==> src/design/ptt_pkg.sv <==
// Package for the page table translation block: widths, codes and the
// payload and control structs shared by all of its modules.
// Depends on nothing.
package ptt_pkg;

  // Fixed field widths.
  localparam int unsigned ADDR_W      = 16;
  localparam int unsigned COUNT_W     = 5;
  localparam int unsigned IDX_W       = 4;
  localparam int unsigned FNUM_W      = 8;
  localparam int unsigned PHYS_W      = 25;
  localparam int unsigned CFG_IDX_W   = 2;

  // Table depth follows the width of the page index field.
  localparam int unsigned PAGE_ENTRIES = 16;
  localparam int unsigned FRAME_BITS_DEFAULT = 8;

  // Configuration register reset values.
  localparam logic [ADDR_W-1:0]  PAGE_SIZE_RST  = 16'd1024;
  localparam logic [COUNT_W-1:0] PAGE_COUNT_RST = 5'd16;
  localparam logic [ADDR_W-1:0]  BASE_RST       = 16'd0;

  typedef enum logic {
    OP_MAP       = 1'b0,
    OP_TRANSLATE = 1'b1
  } op_e;

  typedef enum logic [1:0] {
    ST_MAPPED       = 2'd0,
    ST_TRANSLATED   = 2'd1,
    ST_NOT_PRESENT  = 2'd2,
    ST_OUT_OF_RANGE = 2'd3
  } status_e;

  typedef enum logic [CFG_IDX_W-1:0] {
    CFG_PAGE_SIZE  = 2'd0,
    CFG_PAGE_COUNT = 2'd1,
    CFG_BASE       = 2'd2,
    CFG_UNUSED     = 2'd3
  } cfg_idx_e;

  // Input beat.
  typedef struct packed {
    op_e                operation;
    logic [IDX_W-1:0]   page_index;
    logic [FNUM_W-1:0]  frame_number;
    logic [ADDR_W-1:0]  logical_address;
  } in_t;

  // Result beat.
  typedef struct packed {
    logic [PHYS_W-1:0]  physical_address;
    status_e            status;
  } out_t;

  // Divider request and response.
  typedef struct packed {
    logic               start;
    logic [ADDR_W-1:0]  dividend;
    logic [ADDR_W-1:0]  divisor;
  } div_req_t;

  typedef struct packed {
    logic               done;
    logic [ADDR_W-1:0]  quotient;
    logic [ADDR_W-1:0]  remainder;
  } div_rsp_t;

  // Page table write control.
  typedef struct packed {
    logic               we;
    logic [IDX_W-1:0]   idx;
  } tbl_wr_t;

endpackage

==> src/design/ptt_divider.sv <==
// Bit-serial restoring divider: one quotient bit per cycle.
// Depends on ptt_pkg.
module ptt_divider
  import ptt_pkg::*;
(
  input  logic     clk_i,
  input  logic     rst_ni,
  input  div_req_t req_i,
  output div_rsp_t rsp_o
);

  localparam int unsigned CntW = $clog2(ADDR_W + 1);

  logic [ADDR_W-1:0] dvd_q;
  logic [ADDR_W-1:0] rem_q;
  logic [ADDR_W-1:0] dsr_q;
  logic [CntW-1:0]   cnt_q;
  logic              done_q;
  logic [ADDR_W:0]   trial;
  logic [ADDR_W:0]   diff;
  logic              fits;

  // Shift the next dividend bit into the partial remainder and try a subtract.
  assign trial = {rem_q, dvd_q[ADDR_W-1]};
  assign diff  = trial - {1'b0, dsr_q};
  assign fits  = ~diff[ADDR_W];

  // Step counter and completion pulse.
  always_ff @(posedge clk_i or negedge rst_ni) begin
    if (!rst_ni) begin
      cnt_q  <= '0;
      done_q <= 1'b0;
    end else begin
      done_q <= (cnt_q == CntW'(1));
      if (req_i.start) begin
        cnt_q <= CntW'(ADDR_W);
      end else if (cnt_q != '0) begin
        cnt_q <= cnt_q - CntW'(1);
      end
    end
  end

  // Dividend shift register fills with quotient bits from the bottom.
  always_ff @(posedge clk_i) begin
    if (req_i.start) begin
      dvd_q <= req_i.dividend;
      rem_q <= '0;
      dsr_q <= req_i.divisor;
    end else if (cnt_q != '0) begin
      rem_q <= fits ? diff[ADDR_W-1:0] : trial[ADDR_W-1:0];
      dvd_q <= {dvd_q[ADDR_W-2:0], fits};
    end
  end

  assign rsp_o.done      = done_q;
  assign rsp_o.quotient  = dvd_q;
  assign rsp_o.remainder = rem_q;

endmodule

==> src/design/ptt_table.sv <==
// Page table storage: a frame number and a present bit per page.
// Depends on ptt_pkg.
module ptt_table
  import ptt_pkg::*;
#(
  parameter int unsigned FRAME_BITS = FRAME_BITS_DEFAULT
) (
  input  logic                  clk_i,
  input  logic                  rst_ni,
  input  tbl_wr_t               wr_i,
  input  logic [FRAME_BITS-1:0] wr_frame_i,
  input  logic [IDX_W-1:0]      rd_idx_i,
  output logic                  rd_present_o,
  output logic [FRAME_BITS-1:0] rd_frame_o
);

  logic [PAGE_ENTRIES-1:0] present_q;
  logic [FRAME_BITS-1:0]   frame_q [PAGE_ENTRIES];
  logic [FRAME_BITS-1:0]   rd_frame_q;

  // Present bits clear at reset and set on every map write.
  always_ff @(posedge clk_i or negedge rst_ni) begin
    if (!rst_ni) begin
      present_q <= '0;
    end else if (wr_i.we) begin
      present_q[wr_i.idx] <= 1'b1;
    end
  end

  // Frame numbers hold whatever was last written; the read is registered,
  // so the frame shows in the cycle after its index.
  always_ff @(posedge clk_i) begin
    if (wr_i.we) begin
      frame_q[wr_i.idx] <= wr_frame_i;
    end
    rd_frame_q <= frame_q[rd_idx_i];
  end

  assign rd_present_o = present_q[rd_idx_i];
  assign rd_frame_o   = rd_frame_q;

endmodule

==> src/design/page_table_translate_top.sv <==
// Page table translation top level: configuration registers, sequencer,
// frame multiply and final add. Depends on ptt_pkg, ptt_divider, ptt_table.
// A map beat gives its result in the next cycle and busy stays low.
// A translate beat runs the bit-serial divider and then the page lookup:
// a fault ends busy there, a hit goes on to frame read, multiply and add.
// The result shows in the first cycle after busy falls, when the next
// beat may already be taken. A zero page size answers in the next cycle.
// Reset is asynchronous, active low; it clears all present bits and loads
// the configuration defaults. The result strobe cannot be stalled.
module page_table_translate_top
  import ptt_pkg::*;
#(
  parameter int unsigned FRAME_BITS = FRAME_BITS_DEFAULT
) (
  input  logic                 clk_i,
  input  logic                 rst_ni,
  input  logic                 start,
  output logic                 busy,
  input  in_t                  in_i,
  output logic                 done_o,
  output out_t                 result_o,
  input  logic                 cfg_we_i,
  input  logic [CFG_IDX_W-1:0] cfg_index_i,
  input  logic [ADDR_W-1:0]    cfg_data_i
);

  localparam int unsigned ProdW = FRAME_BITS + ADDR_W;
  localparam int unsigned SumW  = ProdW + 1;

  localparam logic [1:0] S_IDLE = 2'd0;
  localparam logic [1:0] S_DIV  = 2'd1;
  localparam logic [1:0] S_ADD  = 2'd2;
  localparam logic [1:0] S_MUL  = 2'd3;

  logic [1:0]            state_q, state_d;
  logic [ADDR_W-1:0]     page_size_q;
  logic [COUNT_W-1:0]    page_count_q;
  logic [ADDR_W-1:0]     base_q;
  logic                  done_q, done_d;
  out_t                  result_q, result_d;
  logic [ProdW-1:0]      prod_q, prod_d;
  logic [ADDR_W-1:0]     offset_q, offset_d;
  logic                  accept;
  div_req_t              div_req;
  div_rsp_t              div_rsp;
  tbl_wr_t               tbl_wr;
  logic                  rd_present;
  logic [FRAME_BITS-1:0] rd_frame;
  logic                  out_of_range;
  logic [SumW-1:0]       sum;

  assign busy   = (state_q != S_IDLE);
  assign accept = start & ~busy;

  // Configuration writes.
  always_ff @(posedge clk_i or negedge rst_ni) begin
    if (!rst_ni) begin
      page_size_q  <= PAGE_SIZE_RST;
      page_count_q <= PAGE_COUNT_RST;
      base_q       <= BASE_RST;
    end else if (cfg_we_i) begin
      unique case (cfg_idx_e'(cfg_index_i))
        CFG_PAGE_SIZE:  page_size_q  <= cfg_data_i;
        CFG_PAGE_COUNT: page_count_q <= cfg_data_i[COUNT_W-1:0];
        CFG_BASE:       base_q       <= cfg_data_i;
        default:        ;
      endcase
    end
  end

  // Map beats write the table at acceptance.
  assign tbl_wr.we  = accept & (in_i.operation == OP_MAP);
  assign tbl_wr.idx = in_i.page_index;

  ptt_table #(
    .FRAME_BITS (FRAME_BITS)
  ) u_table (
    .clk_i        (clk_i),
    .rst_ni       (rst_ni),
    .wr_i         (tbl_wr),
    .wr_frame_i   (FRAME_BITS'(in_i.frame_number)),
    .rd_idx_i     (div_rsp.quotient[IDX_W-1:0]),
    .rd_present_o (rd_present),
    .rd_frame_o   (rd_frame)
  );

  // Translate beats with a nonzero page size start the divider.
  assign div_req.start    = accept & (in_i.operation == OP_TRANSLATE) & (page_size_q != '0);
  assign div_req.dividend = in_i.logical_address;
  assign div_req.divisor  = page_size_q;

  ptt_divider u_divider (
    .clk_i  (clk_i),
    .rst_ni (rst_ni),
    .req_i  (div_req),
    .rsp_o  (div_rsp)
  );

  // Page check against the programmed count and the table depth.
  assign out_of_range = (div_rsp.quotient >= ADDR_W'(page_count_q)) ||
                        (div_rsp.quotient >= ADDR_W'(PAGE_ENTRIES));

  assign sum = SumW'(prod_q) + SumW'(base_q) + SumW'(offset_q);

  // Sequencer.
  always_comb begin
    state_d  = state_q;
    done_d   = 1'b0;
    result_d = result_q;
    prod_d   = prod_q;
    offset_d = offset_q;
    unique case (state_q)
      S_IDLE: begin
        if (accept) begin
          if (in_i.operation == OP_MAP) begin
            done_d   = 1'b1;
            result_d = '{physical_address: '0, status: ST_MAPPED};
          end else if (page_size_q == '0) begin
            done_d   = 1'b1;
            result_d = '{physical_address: '0, status: ST_OUT_OF_RANGE};
          end else begin
            state_d = S_DIV;
          end
        end
      end
      S_DIV: begin
        if (div_rsp.done) begin
          if (out_of_range) begin
            state_d  = S_IDLE;
            done_d   = 1'b1;
            result_d = '{physical_address: '0, status: ST_OUT_OF_RANGE};
          end else if (!rd_present) begin
            state_d  = S_IDLE;
            done_d   = 1'b1;
            result_d = '{physical_address: '0, status: ST_NOT_PRESENT};
          end else begin
            state_d  = S_MUL;
            offset_d = div_rsp.remainder;
          end
        end
      end
      S_MUL: begin
        // The registered frame read is valid in this cycle.
        state_d = S_ADD;
        prod_d  = ProdW'(rd_frame) * ProdW'(page_size_q);
      end
      S_ADD: begin
        state_d  = S_IDLE;
        done_d   = 1'b1;
        result_d = '{physical_address: PHYS_W'(sum), status: ST_TRANSLATED};
      end
      default: begin
        state_d = S_IDLE;
      end
    endcase
  end

  always_ff @(posedge clk_i or negedge rst_ni) begin
    if (!rst_ni) begin
      state_q <= S_IDLE;
      done_q  <= 1'b0;
    end else begin
      state_q <= state_d;
      done_q  <= done_d;
    end
  end

  always_ff @(posedge clk_i) begin
    result_q <= result_d;
    prod_q   <= prod_d;
    offset_q <= offset_d;
  end

  assign done_o   = done_q;
  assign result_o = result_q;

endmodule

==> config.mk <==
export PLATFORM = sky130hd
export DESIGN_NAME = page_table_translate_top
export DESIGN_NICKNAME = d
export VERILOG_FILES = /design/src/design/ptt_pkg.sv /design/src/design/ptt_divider.sv /design/src/design/ptt_table.sv /design/src/design/page_table_translate_top.sv
export SDC_FILE = /design/constraint.sdc
export NUM_CORES = 1
export LEC_CHECK = 0
export CAP_MARGIN = 20
export CORE_AREA = 3 3 214 153
export CTS_CLUSTER_SIZE = 24
export DETAILED_ROUTE_END_ITERATION = 12
export DIE_AREA = 0 0 217 156
export DONT_BUFFER_PORTS = 1
export GPL_ROUTABILITY_DRIVEN = 1
export PLACE_DENSITY = 0.73
export SLEW_MARGIN = 40
export SYNTH_ARGS = -nofsm -noshare
export SYNTH_HDL_FRONTEND = slang
export SYNTH_SLANG_ARGS = --single-unit
==> constraint.sdc <==
create_clock -name clk_i -period 15 [get_ports clk_i]
set_input_delay 2.25 -clock clk_i [delete_from_list [all_inputs] [get_ports clk_i]]
set_output_delay 2.25 -clock clk_i [all_outputs]
set_load 0.02 [all_outputs]
Word level (Yosys, flattened, before mapping). Memories as Yosys holds them, arrays and structs flattened. A register that Yosys moved wholly into a read port is not among the register bits. Index checks and enable logic that the tools add are counted.

Bitwise operators: 9. $mul: 1. Multiplexer cells: 32. $lt $le $gt $ge: 5. Add/sub/neg operators: 4. Reductions and logical operators: 16. Eq/ne operators: 12.

Operators with widths (count): $mux 27 (6); $pmux 27 s3 (1); $mux 16 (3); $add 24x16->25 (1); $add 25x16->25 (1); $mul 8x16->24 (1); $sub 17x16->17 (1); $ge 16x5->1 (1); $ge 16x5->1 const B (1); $logic_not 16->1 (1); $or 16x16->16 (1); $reduce_bool 16->1 (1); $mux 2 (6); $lt 4x5->1 const B (2); $mux 1 (10); $mux 5 (2); $pmux 2 s4 (1); $reduce_and 4->1 (2); $eq 2x2->1 const B (3); $ne 2x2->1 const B (3); $ne 3x3->1 const B (2); $reduce_and 2->1 (3); $eq 5x1->1 const B (1); $reduce_and 5->1 (1); 15 further kinds (24).

Bits in writable memories: 128. Memories kept: 1. Output and inout bits: 29. Input bits: 51. Bits in registers: 177.

Memories: u_table.frame_q (words 16, bits a word 8, read ports 1, clocked after Yosys merged registers in 1, wr ports 1, RTL line ptt_table.sv:18) `logic [FRAME_BITS-1:0] frame_q [PAGE_ENTRIES];`.

Longest topological paths before layout.
Depth in word-level cells: 6. Mapped depth: 18. Depth with buffers taken out: 17.

Modules after synthesis. A second synthesis with hierarchy kept.

Cells, all modules: 1405. Area, all modules: 18137.4 um^2.

By module, submodules not included: page_table_translate_top (area an instance 9313.9 um^2, cells an instance 860, instances 1, seq. area each 3015.4 um^2); ptt_table (area an instance 5783.0 um^2, cells an instance 269, instances 1, seq. area each 4404.2 um^2); ptt_divider (area an instance 3040.4 um^2, cells an instance 276, instances 1, seq. area each 1431.4 um^2).

Worst setup path before layout. No wires, ideal clock.

Kind: register to register. From: register u_table.rd_frame_q[7] (netlist: u_table.rd_frame_o[7]) (read register of u_table.frame_q). To: register prod_q[23], data pin. Slack: 10.170 ns. Stages on the path, launching flop included: 18. Buffers on the path: 1. Library setup time: 0.190 ns. Arrival: 4.640 ns. Period minus slack after synthesis: 4.830 ns. Path through: dfxtp_1 > clkbuf_1 > nand2_1 > fa_1 > fa_1 > inv_1 > fa_1 > inv_1 > fa_1 > inv_1 > ha_1 > o21a_1 > o31a_2 > nor4_2 > o41ai_2 > a311o_2 > mux2i_1 > a2111oi_2.

Cells in the longest elaborated chain, start to end: 1.

RTL lines: start: declaration (RTL line ptt_table.sv:19) `logic [FRAME_BITS-1:0] rd_frame_q;`; $mul 8x16->24 (RTL line page_table_translate_top.sv:145) `prod_d = ProdW'(rd_frame) * ProdW'(page_size_q);`; end signal: assignment (RTL line page_table_translate_top.sv:170) `prod_q <= prod_d;`; end: declaration (RTL line page_table_translate_top.sv:41) `logic [ProdW-1:0] prod_q, prod_d;`.

No other way between the ends. A chain may end at the register's enable or synchronous reset.

Worst setup path in the final report. Ends and elaborated chain as after synthesis.

==> summary.md <==
| Metric | Value |
|---|---|
| Outcome | finished, final reports clean |
| Setup bufs post-CTS | 0 |
| Worst-Margin Slew | ~0.77 ns |
| Via count | 11700 |
| Mapped Nets | 1723 |
| H-tree lvl count | 1 |
| Max-Cap Viols | 0 |
| YS warnings | 0 |
| Clk_lat worst skew | 0.57 ns |
| Die ar. | 33900 µm² |
| Delay-heaviest family, CP | adder cells |
| WL/cell | 21.4 µm |
| Drt total wl | slightly above 40000 µm |
| CP required | around 15 ns |
| CP most frequent cell | fa_1 |
| Core area | 30900 µm² |
| Slew Viols, Final | 0 |
| Share of async-settable or async-resettable flops after synthesis | 0.198 |
| Final Hold Viols | 0 |
| CTS sink cnt | about 310 |
| 1st-pass router iterations | 6 |
| Grt ovf | 0 |
| Vias per Instance | between 6 and 7 |
| Largest net degree at the start of global routing | 63 |
| Slew Limit Headroom | 0.488 |
| Initial Util | 0.593 |
| CP bufs+invs | 3 |
| Synth top area share | 0.371 |
| Peak per-stage delay on the critical path | a little under 0.6 ns |
| Final Wtd Congestion | 0.886 |
| First-pass GRT wire length | between 60000 and 70000 µm |
| Seq/Total Area, Yosys | 0.482 |
| Cts bufs inserted | 30 |
| List of most frequent post-synthesis cells | edfxtp_1, inv_1, nand2_1 |
| Most instantiated library cell after synthesis | edfxtp_1 |
| Antenna violations before repair | 1 |
| Yosys reg bits | 313 |
| Count of cell types in the netlist | 79 |
| Maximum clock path buffer count | 3 |
| WP data arrival | between 5 and 6 ns |
| Crit start category | flop |
| CTS resizes | 0 |
| Total I/O pin count | 80 |
| Fin crit period | approximately 5.2 ns |
| # setup viols final | 0 |
| Share of layout cells above drive strength 1 | 0.132 |
| Overall routing resource usage | 0.249 |
| Worst Hold Class | reg2reg |
| Multi-input logic area | 8850 µm² |
| Max FO, Critical Path | 16 |
| Hold Buf Count CTS | 0 |
| Crit-path cells | nand2_1 > fa_1 > fa_1 > inv_1 > fa_1 > inv_1 > fa_1 > inv_1 > ha_1 > o21a_1 > o31a_2 > nor4_2 > o41ai_2 > a311o_2 > mux2i_1 > a2111oi_2 |
| Worst setup EP type | flop |
| Min Hold Slack | 0.470 ns |
| Die Wd | ~220 µm |
| Vias in the first global route | between 10000 and 15000 |
| Post-Synthesis Cells | 1481 |
| Layout area overhead | 8.46% |
| Finished Core Util | 0.644 |
| Final net count | 1722 |
| Row count | between 50 and 60 |
| CTS tree | yes |
| Setup tns final | 0 ns |
| Synthesized cell area | 18400 µm² |
| RSZ-0062 raised after global routing | false |
| CTS root buffer | clkbuf_16 |
| Fillers | 2346 |
| Die H | 156 µm |
| Area leader, netlist | edfxtp_1 |
| Maximum clock frequency | 191 MHz |
| PortBufs | 0 |
| FF/Latch Area | 8850 µm² |
| Syn_area_per_cell | ~12 µm² |
| Hpwl dp | 29300 µm |
| Setup Skew | 0.0105 ns |
| WS Path Type | reg2reg |
| Post-route clock period utilization | 0.349 |
| Reg clk slew, reported paths | 0.07 ns |
| Area contributors post-synth | edfxtp_1, fa_1, dfrtp_1 |
| Antenna Nets Post-Route | 0 |
| Number of remaining DRC errors | 0 |
| Slowest cell on crit path | dfxtp_1 |
| Number of flops mapped to enable cells by yosys | 227 |
| Top FF cell, synth | edfxtp_1 |
| Starting DRT DRC Count | 1038 |
[layout make-up]
| cell class | instances | share of cell area |
|---|---|---|
| antenna | 1 | 0.000126 |
| clock inverter | 17 | 0.00924 |
| timing repair buffer | 11 | 0.00452 |
| multi-input combinational | 973 | 0.444 |
| clock buffer | 39 | 0.0425 |
| inverter | 151 | 0.0285 |
| sequential | 313 | 0.444 |
| tap | 420 | 0.0264 |
[logic make-up after synthesis]
family,Yosys count,synth area share
XOR/XNOR,32,0.0153
multiplexers,94,0.0844
buffers and inverters,195,0.0416
flip-flops,313,0.482
adder cells (fa/ha/maj),191,0.172
AO/OA/AOI/OAI,207,0.0771
AND/OR/NAND/NOR,449,0.128
[flip-flops by register name, summed over array words and instances, names as in the netlist]
signal / cells
page_count_q: 5
prod_q: 24
u_table.present_q: 16
u_divider.cnt_q: 5
base_q: 16
offset_q: 16
u_divider.dsr_q: 16
u_divider.done_q: 1
result_o: 27
u_divider.dvd_q: 16
state_q: 2
u_table.rd_frame_o: 8
u_table.frame_q: 128
page_size_q: 16
u_divider.rem_q: 16
done_o: 1
[worst paths after layout]
| check | depth (start not counted) | slack, ns | from | to |
|---|---|---|---|---|
| worst min register to register | 1 | 0.47 | u_table.present_q[13] | u_table.present_q[13] |
| max in group asynchronous | 0 | 13.42 | rst_ni | page_size_q[10] |
| worst max register to register | 16 | 9.77 | u_table.rd_frame_o[7] | prod_q[23] |
| worst min-delay path | 1 | 0.47 | u_table.present_q[13] | u_table.present_q[13] |
| min in group asynchronous | 0 | 1.37 | rst_ni | page_count_q[0] |
| worst max-delay path | 16 | 9.77 | u_table.rd_frame_o[7] | prod_q[23] |
[cells in the final DEF (no fill, tap or decap), types with 12 or more instances in the layout]
cell type	synthesis	routed
or2_2	18	18
a21oi_1	60	60
xnor2_1	18	18
nand3_1	21	21
xor2_1	14	14
o21ai_0	44	44
fa_1	102	102
and3_1	13	12
nor2_2	0	12
ha_1	89	89
nand2_1	114	113
inv_1	150	150
nor3_1	35	31
mux2_2	37	37
dfrtp_1	60	60
mux2i_1	12	12
nor2_1	65	53
clkbuf_16	0	31
mux4_2	45	45
a21o_1	20	20
edfxtp_1	227	227
and2_1	112	112
o21a_1	12	12
dfxtp_1	24	24
[layer usage]
layer / share of wire / global-route usage / up-vias
li1: - / - / 5274
met1: 0.45 / 0.368 / 5990
met2: 0.46 / 0.388 / 352
met3: 0.062 / 0.0454 / 65
met4: 0.025 / 0.0661 / 2
met5: 0.00029 / 0 / -
[per-stage QoR]
stage	setup WS (ns)	instances	cell area (µm²)
6_report	9.77	1925	19900
3_5_place_dp	9.77	1868	18900
5_1_grt	9.43	1924	19900
2_1_floorplan	10.17	1481	18400
3_3_place_gp	9.85	1865	18800
4_1_cts	9.76	1924	19900
[worst register-to-register path, stage by stage (launching register included)]
cell and delay [ns]:
dfxtp_1 0.58, nand2_1 0.14, fa_1 0.53, fa_1 0.54, inv_1 0.05, fa_1 0.53, inv_1 0.06, fa_1 0.52
inv_1 0.04, ha_1 0.33, o21a_1 0.13, o31a_2 0.17, nor4_2 0.07, o41ai_2 0.57, a311o_2 0.33, mux2i_1 0.10
a2111oi_2 0.34
Power is not shown: default switching activity piles up to over one toggle a cycle in this logic, so the estimate is an artifact.
